--- config.mk ---
export PLATFORM = sky130hd
export DESIGN_NAME = linear_double_ended_queue
export DESIGN_NICKNAME = d
export VERILOG_FILES = /design/src/hdl/ldq_pkg.sv /design/src/hdl/ldq_ram.sv /design/src/hdl/ldq_ctrl.sv /design/src/hdl/linear_double_ended_queue.sv
export SDC_FILE = /design/constraint.sdc
export NUM_CORES = 1
export LEC_CHECK = 0
export BUFFER_PORTS_ARGS = -buffer_cell sky130_fd_sc_hd__buf_2
export CORE_MARGIN = 2
export CORE_UTILIZATION = 55
export DETAILED_ROUTE_END_ITERATION = 10
export PLACE_DENSITY = 0.74
export SYNTH_ARGS = -nofsm -noshare
export SYNTH_HDL_FRONTEND = slang
export SYNTH_SLANG_ARGS = --single-unit
--- constraint.sdc ---
create_clock -name clk -period 4 [get_ports clk]
set_input_delay 1.2 -clock clk [delete_from_list [all_inputs] [get_ports clk]]
set_output_delay 1.2 -clock clk [all_outputs]
set_load 0.1 [all_outputs]
--- src/hdl/ldq_pkg.sv ---
// ldq_pkg: shared types and constants for the linear double-ended queue.
// Used by ldq_ctrl and linear_double_ended_queue; depends on nothing.
package ldq_pkg;

    // Fixed field widths
    localparam int OP_W   = 2;
    localparam int DATA_W = 8;
    localparam int STAT_W = 2;
    localparam int OCC_W  = 4;
    localparam int CAP_W  = 4;

    // Reset value of the capacity register
    localparam logic [CAP_W-1:0] CAP_RESET = 4'd8;

    // Byte returned when nothing is popped (ASCII space)
    localparam logic [DATA_W-1:0] SPACE_BYTE = 8'd32;

    // Operation codes
    localparam logic [OP_W-1:0] OP_PUSH_REAR  = 2'd0;
    localparam logic [OP_W-1:0] OP_POP_FRONT  = 2'd1;
    localparam logic [OP_W-1:0] OP_PUSH_FRONT = 2'd2;
    localparam logic [OP_W-1:0] OP_POP_REAR   = 2'd3;

    // Result status codes
    typedef enum logic [STAT_W-1:0] {
        ST_OK        = 2'd0,
        ST_OVERFLOW  = 2'd1,
        ST_UNDERFLOW = 2'd2,
        ST_EMPTY     = 2'd3
    } status_t;

    // Result information carried alongside the slot read
    typedef struct packed {
        logic             rd_hit;    // a slot was read, data comes from the RAM
        status_t          status;
        logic [OCC_W-1:0] occupancy;
    } step_info_t;

endpackage

--- src/hdl/ldq_ram.sv ---
// ldq_ram: generic single-write, single-read RAM with a registered read port.
// Standalone; no package dependency.
module ldq_ram #(
    parameter int WIDTH = 8,
    parameter int DEPTH = 8,
    localparam int AW = (DEPTH > 1) ? $clog2(DEPTH) : 1
) (
    input  logic             clk,
    input  logic             wr_en,
    input  logic [AW-1:0]    wr_addr,
    input  logic [WIDTH-1:0] wr_data,
    input  logic             rd_en,
    input  logic [AW-1:0]    rd_addr,
    output logic [WIDTH-1:0] rd_data
);

    logic [WIDTH-1:0] mem_reg [DEPTH];
    logic [WIDTH-1:0] rd_data_reg;

    // Write port
    always_ff @(posedge clk)
    begin
        if (wr_en)
        begin
            mem_reg[wr_addr] <= wr_data;
        end
    end

    // Registered read; hold the last word when no read is issued
    always_ff @(posedge clk)
    begin
        if (rd_en)
        begin
            rd_data_reg <= mem_reg[rd_addr];
        end
    end

    assign rd_data = rd_data_reg;

endmodule

--- src/hdl/ldq_ctrl.sv ---
// ldq_ctrl: front/rear index registers, capacity register and the per-request
// decision logic that drives the slot RAM. Depends on ldq_pkg.
module ldq_ctrl #(
    parameter int DEPTH = 8,
    localparam int IDX_W = $clog2(DEPTH + 1),
    localparam int AW    = (DEPTH > 1) ? $clog2(DEPTH) : 1
) (
    input  logic                         clk,
    input  logic                         rst_n,
    input  logic                         cfg_wr_en,
    input  logic [ldq_pkg::CAP_W-1:0]    cfg_wr_data,
    input  logic                         accept,
    input  logic [ldq_pkg::OP_W-1:0]     operation,
    input  logic [ldq_pkg::DATA_W-1:0]   data_in,
    output logic                         mem_wr_en,
    output logic [AW-1:0]                mem_wr_addr,
    output logic [ldq_pkg::DATA_W-1:0]   mem_wr_data,
    output logic                         mem_rd_en,
    output logic [AW-1:0]                mem_rd_addr,
    output ldq_pkg::step_info_t          info
);

    localparam int LIM_W = (IDX_W > ldq_pkg::CAP_W) ? IDX_W : ldq_pkg::CAP_W;
    localparam logic [IDX_W-1:0] ONE = IDX_W'(1);

    logic [ldq_pkg::CAP_W-1:0] cap_reg;
    logic [IDX_W-1:0]          front_reg, front_next;
    logic [IDX_W-1:0]          rear_reg, rear_next;
    logic [LIM_W-1:0]          cap_ext, limit, rear_ext;
    logic                      empty;
    logic [IDX_W-1:0]          wr_slot, rd_slot;
    logic                      do_wr, do_rd;
    ldq_pkg::status_t          status;
    logic [IDX_W-1:0]          occ_full;

    // Saturate capacity at DEPTH
    assign cap_ext  = LIM_W'(cap_reg);
    assign limit    = (cap_ext > LIM_W'(DEPTH)) ? LIM_W'(DEPTH) : cap_ext;
    assign rear_ext = LIM_W'(rear_reg);
    assign empty    = (front_reg == '0);

    // Decide the operation outcome and next indices
    always_comb
    begin
        front_next = front_reg;
        rear_next  = rear_reg;
        status     = ldq_pkg::ST_OK;
        do_wr      = 1'b0;
        do_rd      = 1'b0;
        wr_slot    = rear_reg + ONE;
        rd_slot    = front_reg;
        case (operation)
            ldq_pkg::OP_PUSH_REAR:
            begin
                if (rear_ext >= limit)
                begin
                    status = ldq_pkg::ST_OVERFLOW;
                end
                else
                begin
                    rear_next = rear_reg + ONE;
                    wr_slot   = rear_reg + ONE;
                    do_wr     = 1'b1;
                    if (empty)
                    begin
                        front_next = ONE;
                    end
                end
            end
            ldq_pkg::OP_POP_FRONT:
            begin
                if (empty)
                begin
                    status = ldq_pkg::ST_UNDERFLOW;
                end
                else
                begin
                    rd_slot = front_reg;
                    do_rd   = 1'b1;
                    if (front_reg >= rear_reg)
                    begin
                        front_next = '0;
                        rear_next  = '0;
                    end
                    else
                    begin
                        front_next = front_reg + ONE;
                    end
                end
            end
            ldq_pkg::OP_PUSH_FRONT:
            begin
                if (empty)
                begin
                    status = ldq_pkg::ST_EMPTY;
                end
                else if (front_reg == ONE)
                begin
                    status = ldq_pkg::ST_OVERFLOW;
                end
                else
                begin
                    front_next = front_reg - ONE;
                    wr_slot    = front_reg - ONE;
                    do_wr      = 1'b1;
                end
            end
            default:
            begin
                if (empty)
                begin
                    status = ldq_pkg::ST_UNDERFLOW;
                end
                else
                begin
                    rd_slot = rear_reg;
                    do_rd   = 1'b1;
                    if (rear_reg <= front_reg)
                    begin
                        front_next = '0;
                        rear_next  = '0;
                    end
                    else
                    begin
                        rear_next = rear_reg - ONE;
                    end
                end
            end
        endcase
    end

    // Occupancy after the step
    assign occ_full = (front_next == '0 || rear_next < front_next)
                      ? '0 : (rear_next - front_next + ONE);

    // Slot n lives at RAM address n-1
    assign mem_wr_en   = accept & do_wr;
    assign mem_wr_addr = AW'(wr_slot - ONE);
    assign mem_wr_data = data_in;
    assign mem_rd_en   = accept & do_rd;
    assign mem_rd_addr = AW'(rd_slot - ONE);

    assign info.rd_hit    = do_rd;
    assign info.status    = status;
    assign info.occupancy = ldq_pkg::OCC_W'(occ_full);

    // Hold capacity and indices; advance indices on each accepted request
    always_ff @(posedge clk or negedge rst_n)
    begin
        if (!rst_n)
        begin
            cap_reg   <= ldq_pkg::CAP_RESET;
            front_reg <= '0;
            rear_reg  <= '0;
        end
        else
        begin
            if (cfg_wr_en)
            begin
                cap_reg <= cfg_wr_data;
            end
            if (accept)
            begin
                front_reg <= front_next;
                rear_reg  <= rear_next;
            end
        end
    end

endmodule

--- src/hdl/linear_double_ended_queue.sv ---
// linear_double_ended_queue: top level of the byte deque.
// Instantiates ldq_ctrl and ldq_ram; depends on ldq_pkg.
//
// Usage:
//   Input channel (in_valid / in_stall) carries one request: operation and
//   data_in. Output channel (out_valid / out_stall) returns one result per
//   request: data_out, status and occupancy after the step.
//   cfg_wr_en / cfg_wr_data write the capacity register; write it only while
//   no request is in flight.
// Timing:
//   After acceptance a result passes the read stage (registered read of the
//   slot RAM) and then the output register, which loads when out_stall
//   allows. One request is accepted every cycle while in_stall is low; the
//   RAM port pair (one write, one read per cycle) sets that rate.
// Reset:
//   rst_n clears the deque to empty and capacity to 8. Slot contents are not
//   cleared; slots are only read after being written.
// Stall:
//   When out_stall holds a result, the RAM read stage keeps the next result
//   and in_stall rises once both stages are full.
module linear_double_ended_queue #(
    parameter int DEPTH = 8
) (
    input  logic                          clk,
    input  logic                          rst_n,
    input  logic                          cfg_wr_en,
    input  logic [ldq_pkg::CAP_W-1:0]     cfg_wr_data,
    input  logic                          in_valid,
    output logic                          in_stall,
    input  logic [ldq_pkg::OP_W-1:0]      operation,
    input  logic [ldq_pkg::DATA_W-1:0]    data_in,
    output logic                          out_valid,
    input  logic                          out_stall,
    output logic [ldq_pkg::DATA_W-1:0]    data_out,
    output logic [ldq_pkg::STAT_W-1:0]    status,
    output logic [ldq_pkg::OCC_W-1:0]     occupancy
);

    localparam int AW = (DEPTH > 1) ? $clog2(DEPTH) : 1;

    logic                        accept;
    logic                        mem_wr_en, mem_rd_en;
    logic [AW-1:0]               mem_wr_addr, mem_rd_addr;
    logic [ldq_pkg::DATA_W-1:0]  mem_wr_data, mem_rd_data;
    ldq_pkg::step_info_t         info;

    logic                        pend_valid_reg;
    ldq_pkg::step_info_t         pend_info_reg;
    logic                        pend_move;

    logic                        out_valid_reg;
    logic [ldq_pkg::DATA_W-1:0]  data_out_reg;
    ldq_pkg::status_t            status_reg;
    logic [ldq_pkg::OCC_W-1:0]   occ_reg;

    // Stall input only when both result stages are full and output is blocked
    assign pend_move = pend_valid_reg & (~out_valid_reg | ~out_stall);
    assign in_stall  = pend_valid_reg & out_valid_reg & out_stall;
    assign accept    = in_valid & ~in_stall;

    ldq_ctrl #(
        .DEPTH (DEPTH)
    ) u_ctrl (
        .clk         (clk),
        .rst_n       (rst_n),
        .cfg_wr_en   (cfg_wr_en),
        .cfg_wr_data (cfg_wr_data),
        .accept      (accept),
        .operation   (operation),
        .data_in     (data_in),
        .mem_wr_en   (mem_wr_en),
        .mem_wr_addr (mem_wr_addr),
        .mem_wr_data (mem_wr_data),
        .mem_rd_en   (mem_rd_en),
        .mem_rd_addr (mem_rd_addr),
        .info        (info)
    );

    ldq_ram #(
        .WIDTH (ldq_pkg::DATA_W),
        .DEPTH (DEPTH)
    ) u_ram (
        .clk     (clk),
        .wr_en   (mem_wr_en),
        .wr_addr (mem_wr_addr),
        .wr_data (mem_wr_data),
        .rd_en   (mem_rd_en),
        .rd_addr (mem_rd_addr),
        .rd_data (mem_rd_data)
    );

    // Read stage: hold result info while the RAM read completes
    always_ff @(posedge clk or negedge rst_n)
    begin
        if (!rst_n)
        begin
            pend_valid_reg <= 1'b0;
        end
        else if (accept)
        begin
            pend_valid_reg <= 1'b1;
        end
        else if (pend_move)
        begin
            pend_valid_reg <= 1'b0;
        end
    end

    always_ff @(posedge clk)
    begin
        if (accept)
        begin
            pend_info_reg <= info;
        end
    end

    // Output stage: take the read stage, or drop a result once taken
    always_ff @(posedge clk or negedge rst_n)
    begin
        if (!rst_n)
        begin
            out_valid_reg <= 1'b0;
        end
        else if (pend_move)
        begin
            out_valid_reg <= 1'b1;
        end
        else if (~out_stall)
        begin
            out_valid_reg <= 1'b0;
        end
    end

    always_ff @(posedge clk)
    begin
        if (pend_move)
        begin
            data_out_reg <= pend_info_reg.rd_hit ? mem_rd_data : ldq_pkg::SPACE_BYTE;
            status_reg   <= pend_info_reg.status;
            occ_reg      <= pend_info_reg.occupancy;
        end
    end

    assign out_valid = out_valid_reg;
    assign data_out  = data_out_reg;
    assign status    = status_reg;
    assign occupancy = occ_reg;

endmodule
==> results by group, run 1 <==
Synthesis
  – EDFF count, synth: 93
  – Commonest cells in the synthesized netlist: edfxtp_1, nand2_1, ha_1
  – Post-synth ARST share: 0.131
  – Post-Syn Area per Cell: 14.4 um2
  – Synth unique cells: 55
  – Synth Area in Compound Gates: 0.0845
  – Cell type with the highest aggregate area in the netlist: edfxtp_1
  – Cells after Synth: 357
  – Most numerous cell in the Yosys netlist: edfxtp_1
  – Simple-gate share of the synthesized area: 0.0923
  – Yosys reg bits: 107
  – Synthesized-area fraction occupied by adder cells: 0.0615
  – Synth area leaders: edfxtp_1, dfrtp_1, mux4_2
  – Largest family of logic cells by synthesized area: multiplexers
  – Mux cell area share after synthesis: 0.107
  – Synth Warn #: 0
  – Synth top area share: 0.545
  – Area share of xor/xnor cells in the synthesized design: 0.0154
  – Mapped Area: 0.00513 mm2
  – Syn nets: 400
  – Seq/Total Area, Yosys: 0.613
  – Top_reg_cell synth: edfxtp_1

Floorplan
  – Die X: 101 um
  – Die Y-Extent: 101 um
  – Ports: 35
  – Core Footprint: 0.00915 mm2
  – Effective utilization at floorplan: 0.560
  – # rows: 35
  – Die area: 0.0101 mm2

Clock network
  – Setup Buffers After CTS: 0
  – Hold Buf Count CTS: 0
  – Htree depth: 3
  – Root buf cell: clkbuf_8
  – TritonCTS clock tree: yes
  – Clock sink count: 107
  – Total CTS buffers: 9
  – Worst-Skew Late Latency: 360 ps
  – Max Buffers Root-to-Sink: 2
  – Reg clk slew, reported paths: 100 ps
  – CTS resizes: 0

Placed design
  – Port Buf Inserts: 34
  – Final HPWL DP: 6940 um
  – Placed insts: 515
  – Placer Congestion: 0.913

Worst setup path
  – Critical path arrival: 3860 ps
  – Crit Path Class: reg2reg
  – Crit path required time: 4210 ps
  – Worst reg-to-reg path cell count: 13
  – CP max-delay cell: dfrtp_1
  – Worst Setup Start Kind: flop
  – Worst r2r src: u_ctrl.front_reg[3]$_DFFE_PN0P_
  – CP dominant cell by count: ha_1
  – Max FO, Critical Path: 8
  – Worst Setup SP: u_ctrl.front_reg[3]$_DFFE_PN0P_
  – Reg2reg setup slack: 350 ps
  – CP Cell Sequence: inv_1, ha_1, and4_1, a21o_1, a221o_1, a32o_1, ha_1, inv_1, ha_1, fa_1, xnor2_1, nand2_1, a31oi_1
  – R2r endpoint: pend_info_reg[3]$_SDFFCE_PP0P_
  – Crit. End Element: flop
  – Slowest Stage Delay on Critical Path: 540 ps

Hold path
  – Endpoint, Worst Hold: status[1]$_DFFE_PP_
  – Hold path cells: 0
  – Hold Startpoint: pend_info_reg[5]$_DFFE_PP_
  – Hold Path Class: reg2reg

Finish
  – Share of cells above drive strength 1: 0.257
  – Max reg flops: 64
  – ANT cells: 0
  – Area Overhead vs Synth: 12.1%
  – Utilization after layout: 0.628
  – Layout Nets: 458
  – Filler cell count in the final layout: 651
  – Non-filler cells, final: 531

STA
  – Skew final: 12.9 ps
  – Final slew viol count: 0
  – Fin crit share: 0.914
  – Min cycle time layout: 3650 ps
  – Final hold vios: 0
  – Rel. slew slack: 0.500
  – Final setup violation count: 0
  – Setup TNS: 0 ps
  – Max Fclk: 274 MHz
  – Worst-Margin Slew: 750 ps
  – RSZ-0062 raised after global routing: no

Job
  – Max Cap Viol: 0

Global route
  – Initial antenna violation count: 0
  – Vias in the first global route: 3074
  – Largest net degree at the start of global routing: 21
  – First-pass GRT wire length: 15900 um
  – GR Overflow Total: 0
  – GRT Total Usage: 0.211

Drt
  – First-pass DRT Iterations: 5
  – Vias: 3161
  – Routed length per placed instance: 18.4 um
  – Routed WL: 9760 um
  – Final ANT Viol Nets: 0
  – Initial detailed-routing violation count: 436
  – Number of vias per cell: 5.95
  – DRC Markers: 0

Power
  – P per Cell Area: 808 mW/mm2
  – Leakage: 2.19 nW
  – Maximum VDD drop: 0.288 mV
  – Pwr Total: 4.64 mW

Outcome
  – Status: finished, final reports clean
==> worst max-delay path: cells and delay by family (launching register included) <==
kind / cells / cell delay [ps]
adders and majority gates: 4 / 1230
AOI/OAI and AO/OA: 4 / 1140
DFF: 1 / 540
and+or+nand+nor: 2 / 300
xor gates and xnor gates: 1 / 160
buffers and inverters: 2 / 140
==> area by class of cell <==
class | instances | area [um2] | share of cell area
Sequential cell | 107 | 3140 | 0.547
Inverter | 18 | 67.6 | 0.0118
Clock inverter | 6 | 61.3 | 0.0107
Tap cell | 111 | 139 | 0.0242
Timing Repair Buffer | 59 | 358 | 0.0623
Clock buffer | 10 | 128 | 0.0222
Multi-Input combinational cell | 220 | 1850 | 0.322
==> cell usage in the layout, fill, tap and decap left out, drive strengths merged, types with 2 or more instances in the layout <==
| master | count |
|---|---|
| a211oi | 3 |
| a21o | 2 |
| a21oi | 12 |
| a221o | 3 |
| a22o | 3 |
| a22oi | 2 |
| a31oi | 8 |
| a32oi | 2 |
| and2 | 12 |
| and3 | 7 |
| buf | 59 |
| clkbuf | 10 |
| clkinv | 3 |
| dfrtp | 13 |
| edfxtp | 93 |
| fa | 2 |
| ha | 22 |
| inv | 20 |
| mux2 | 12 |
| mux2i | 3 |
| mux4 | 16 |
| nand2 | 29 |
| nand2b | 6 |
| nand3 | 4 |
| nor2 | 14 |
| nor2b | 4 |
| nor3 | 8 |
| nor4 | 3 |
| o211ai | 3 |
| o21ai | 17 |
| or2 | 2 |
| xnor2 | 6 |
| xor2 | 3 |
==> layer usage <==
metal	wire length, um	share of wire	global-route usage	vias to the layer above
li1	-	-	-	1485
met5	0	0	0	-
met1	4340	0.44	0.296	1535
met3	612	0.063	0.0451	14
met4	112	0.011	0.0580	0
met2	4700	0.48	0.338	127
==> cells by family (layout without fill, tap and decap cells) <==
group,count (synthesis),count (layout)
AO/OA/AOI/OAI,65,65
XOR/XNOR,9,9
adder cells (fa/ha/maj),24,24
buffers and inverters,30,93
flip-flops,107,107
multiplexers,31,31
AND/OR/NAND/NOR,91,91
==> how the worst max path moves through the flow <==
stage                                                end  slack (ps)  depth (start not counted)
after floorplan               u_ram.rd_data[0]$_DFFE_PP_         260                          9
after global placement    pend_info_reg[3]$_SDFFCE_PP0P_         150                         11
after detailed placement  pend_info_reg[2]$_SDFFCE_PP0P_         110                         13
after CTS                 pend_info_reg[3]$_SDFFCE_PP0P_         380                         13
after global routing      pend_info_reg[3]$_SDFFCE_PP0P_          80                         15
final                     pend_info_reg[3]$_SDFFCE_PP0P_         350                         13
==> power by group <==
group | switching (mW) | internal, mW
clock | 0.383 | 0.241
combinational | 1.41 | 1.05
sequential | 0.0934 | 1.47
==> per-stage QoR <==
| step | instance area, um2 | hold WS, ps | worst slack, ps |
|---|---|---|---|
| global route | 5750 | 439 | 79.2 |
| finish | 5750 | 430 | 345 |
| CTS | 5750 | 434 | 379 |
| global placement | 5560 | 401 | 154 |
| detailed placement | 5560 | 411 | 109 |
| floorplan | 5130 | 400 | 261 |
(Power assumes the default switching activity.)
==> run 2, diff against run 1 <==
--- a/config.mk
+++ b/config.mk
@@ -5,11 +5,11 @@
 export SDC_FILE = /design/constraint.sdc
 export NUM_CORES = 1
 export LEC_CHECK = 0
-export BUFFER_PORTS_ARGS = -buffer_cell sky130_fd_sc_hd__buf_2
 export CORE_MARGIN = 2
 export CORE_UTILIZATION = 55
 export DETAILED_ROUTE_END_ITERATION = 10
-export PLACE_DENSITY = 0.74
+export DONT_BUFFER_PORTS = 1
+export PLACE_DENSITY = 0.7
 export SYNTH_ARGS = -nofsm -noshare
 export SYNTH_HDL_FRONTEND = slang
 export SYNTH_SLANG_ARGS = --single-unit
==> results by group, run 2 (synthesis results as in run 1) <==
Outcome
  – Status: finished, final reports clean (unchanged)

Floorplan
  – Die Y-Extent: 101 um (unchanged)
  – # rows: 35 (unchanged)
  – Die X: 101 um (unchanged)
  – Die area: 0.0101 mm2 (unchanged)
  – Core Footprint: 0.00915 mm2 (unchanged)
  – Ports: 35 (unchanged)
  – Effective utilization at floorplan: 0.560 (unchanged)

Global route
  – First-pass GRT wire length: 15400 um (was 15900 um)
  – Initial antenna violation count: 0 (unchanged)
  – GR Overflow Total: 0 (unchanged)
  – GRT Total Usage: 0.205 (was 0.211)
  – Largest net degree at the start of global routing: 22 (was 21)
  – Vias in the first global route: 2889 (was 3074)

Finish
  – Area Overhead vs Synth: 8.81% (was 12.1%)
  – Area of the multi-input gates: 0.00185 mm2 (unchanged)
  – ANT cells: 0 (unchanged)
  – Commonest non-fill, non-tap cell in the layout: edfxtp_1 (unchanged)
  – Layout Nets: 419 (was 458)
  – Share of cells above drive strength 1: 0.186 (was 0.257)
  – Filler cell count in the final layout: 668 (was 651)
  – Most frequent cells in the layout: edfxtp_1, nand2_1, ha_1 (was edfxtp_1, buf_2, nand2_1)
  – Register area: 0.00315 mm2 (was 0.00314 mm2)
  – Max reg flops: 64 (unchanged)

STA
  – Final setup violation count: 0 (unchanged)
  – Fin crit share: 0.933 (was 0.914)
  – Setup TNS: 0 ps (unchanged)
  – Hold slack: 429 ps (was 430 ps)
  – RSZ-0062 raised after global routing: no (unchanged)
  – Final slew viol count: 0 (unchanged)
  – Min cycle time layout: 3730 ps (was 3650 ps)
  – Skew final: 7.96 ps (was 12.9 ps)
  – Worst-Margin Slew: 891 ps (was 750 ps)
  – Rel. slew slack: 0.407 (was 0.500)
  – Final hold vios: 0 (unchanged)
  – Final WS setup: 268 ps (was 345 ps)
  – Max Fclk: 268 MHz (was 274 MHz)

Placed design
  – DP Worst Slack: 284 ps (was 109 ps)
  – Final HPWL DP: 6610 um (was 6940 um)
  – Placer Congestion: 0.931 (was 0.913)
  – Port Buf Inserts: 0 (was 34)

Hold path
  – Hold Path Class: reg2reg (unchanged)

Power
  – Sw Share: 0.409 (was 0.405)
  – Psw: 1.93 mW (was 1.88 mW)
  – Pwr Total: 4.71 mW (was 4.64 mW)
  – P_int: 2.79 mW (was 2.76 mW)
  – Flop pwr share: 0.372 (was 0.336)
  – P per Cell Area: 845 mW/mm2 (was 808 mW/mm2)
  – Clock power share: 0.152 (was 0.134)
  – Leakage: 2.05 nW (was 2.19 nW)
  – Combinational power share: 0.476 (was 0.530)
  – Maximum VDD drop: 0.354 mV (was 0.288 mV)

Clock network
  – Worst-Skew Late Latency: 370 ps (was 360 ps)
  – Htree depth: 3 (unchanged)
  – Root buf cell: clkbuf_8 (unchanged)
  – Setup Buffers After CTS: 0 (unchanged)
  – Clock sink count: 107 (unchanged)
  – Reg clk slew, reported paths: 100 ps (about the same)
  – TritonCTS clock tree: yes (unchanged)
  – Max Buffers Root-to-Sink: 2 (unchanged)
  – Total CTS buffers: 9 (unchanged)

Drt
  – Met1 WL: 4210 um (was 4340 um)
  – Routed WL: 9540 um (was 9760 um)
  – Routed length per placed instance: 19.4 um (was 18.4 um)
  – Number of vias per cell: 6.15 (was 5.95)
  – DRC Markers: 0 (unchanged)
  – DR WL met2: 4620 um (was 4700 um)
  – Met3 Wirelength: 551 um (was 612 um)
  – First-pass DRT Iterations: 5 (unchanged)
  – Initial detailed-routing violation count: 336 (was 436)
  – Max layer used: met4 (unchanged)
  – Vias: 3027 (was 3161)
  – Final ANT Viol Nets: 0 (unchanged)

Job
  – Max Cap Viol: 0 (unchanged)

Worst setup path
  – Crit Path Class: reg2reg (unchanged)
  – Crit. End Element: flop (unchanged)
  – Critical path arrival: 3960 ps (was 3860 ps)
  – Max FO, Critical Path: 8 (unchanged)
  – Crit path required time: 4230 ps (was 4210 ps)
  – Worst Setup Start Kind: flop (unchanged)
run 2: changes by cell type in the layout (fill, tap and decap cells not counted):
cell        previous run  this run
buf_2                 34         0
buf_4                 25        20
bufinv_16              0         1
clkbuf_1               1         0
clkinv_4               2         0
clkinv_8               1         2
clkinvlp_4             1         0
dfrtp_1               13        12
dfrtp_2                0         1
inv_6                  1         2
inv_8                  1         2
run 2: worst paths after layout:
kind	slack, ps	cells past startpoint	to	from
hold reg to reg	430	0	status[1]$_DFFE_PP_	pend_info_reg[5]$_DFFE_PP_
hold / removal	430	0	status[1]$_DFFE_PP_	pend_info_reg[5]$_DFFE_PP_
setup / recovery	270	14	pend_info_reg[3]$_SDFFCE_PP0P_	u_ctrl.front_reg[1]$_DFFE_PN0P_
min in group asynchronous	510	0	pend_valid_reg$_DFFE_PN0P_	rst_n
max in group asynchronous	3320	0	u_ctrl.cap_ext[3]$_DFFE_PN1P_	rst_n
setup reg to reg	270	14	pend_info_reg[3]$_SDFFCE_PP0P_	u_ctrl.front_reg[1]$_DFFE_PN0P_
run 2: final cells by class:
class,count,share of cell area
multi-input combinational,220,0.332
timing repair buffer,20,0.0269
tap,111,0.0249
sequential,107,0.564
inverter,18,0.0121
clock inverter,7,0.0184
clock buffer,9,0.0222
run 2: critical path, stage by stage (launching register included):
cell	delay, ps
dfrtp_1	500
inv_1	150
ha_1	310
nor2b_1	140
o211ai_1	160
a21o_1	300
a221o_1	340
a32o_1	350
ha_1	330
inv_1	50
ha_1	200
fa_1	380
xnor2_1	160
nand2_1	70
a31oi_1	150
run 2: routing by layer:
metal | vias to the layer above | GRT usage
li1 | 1410 | -
met1 | 1455 | 0.285
met2 | 144 | 0.325
met3 | 18 | 0.0472
met4 | 0 | 0.0664
met5 | - | 0
run 2: timing repair:
action | CTS | global route
gates resized for setup | 0 | 1
setup endpoints to repair | 0 | 1
hold buffers | 0 | 0
run 2: power by group through the flow:
stage,Clock (mW),Combinational [mW],Sequential [mW]
floorplan,0,1.68,1.74
global placement,0,2.16,1.77
detailed placement,0,2.20,1.78
CTS,0.733,2.22,1.75
global route,0.775,2.48,1.78
finish,0.717,2.24,1.75
run 2: metrics by stage:
step                 util  area, um2  cells
CTS                 0.609       5580    492
detailed placement  0.585       5350    476
finish              0.609       5580    492
global route        0.609       5580    492
floorplan               -       5130    357
global placement    0.585       5350    476
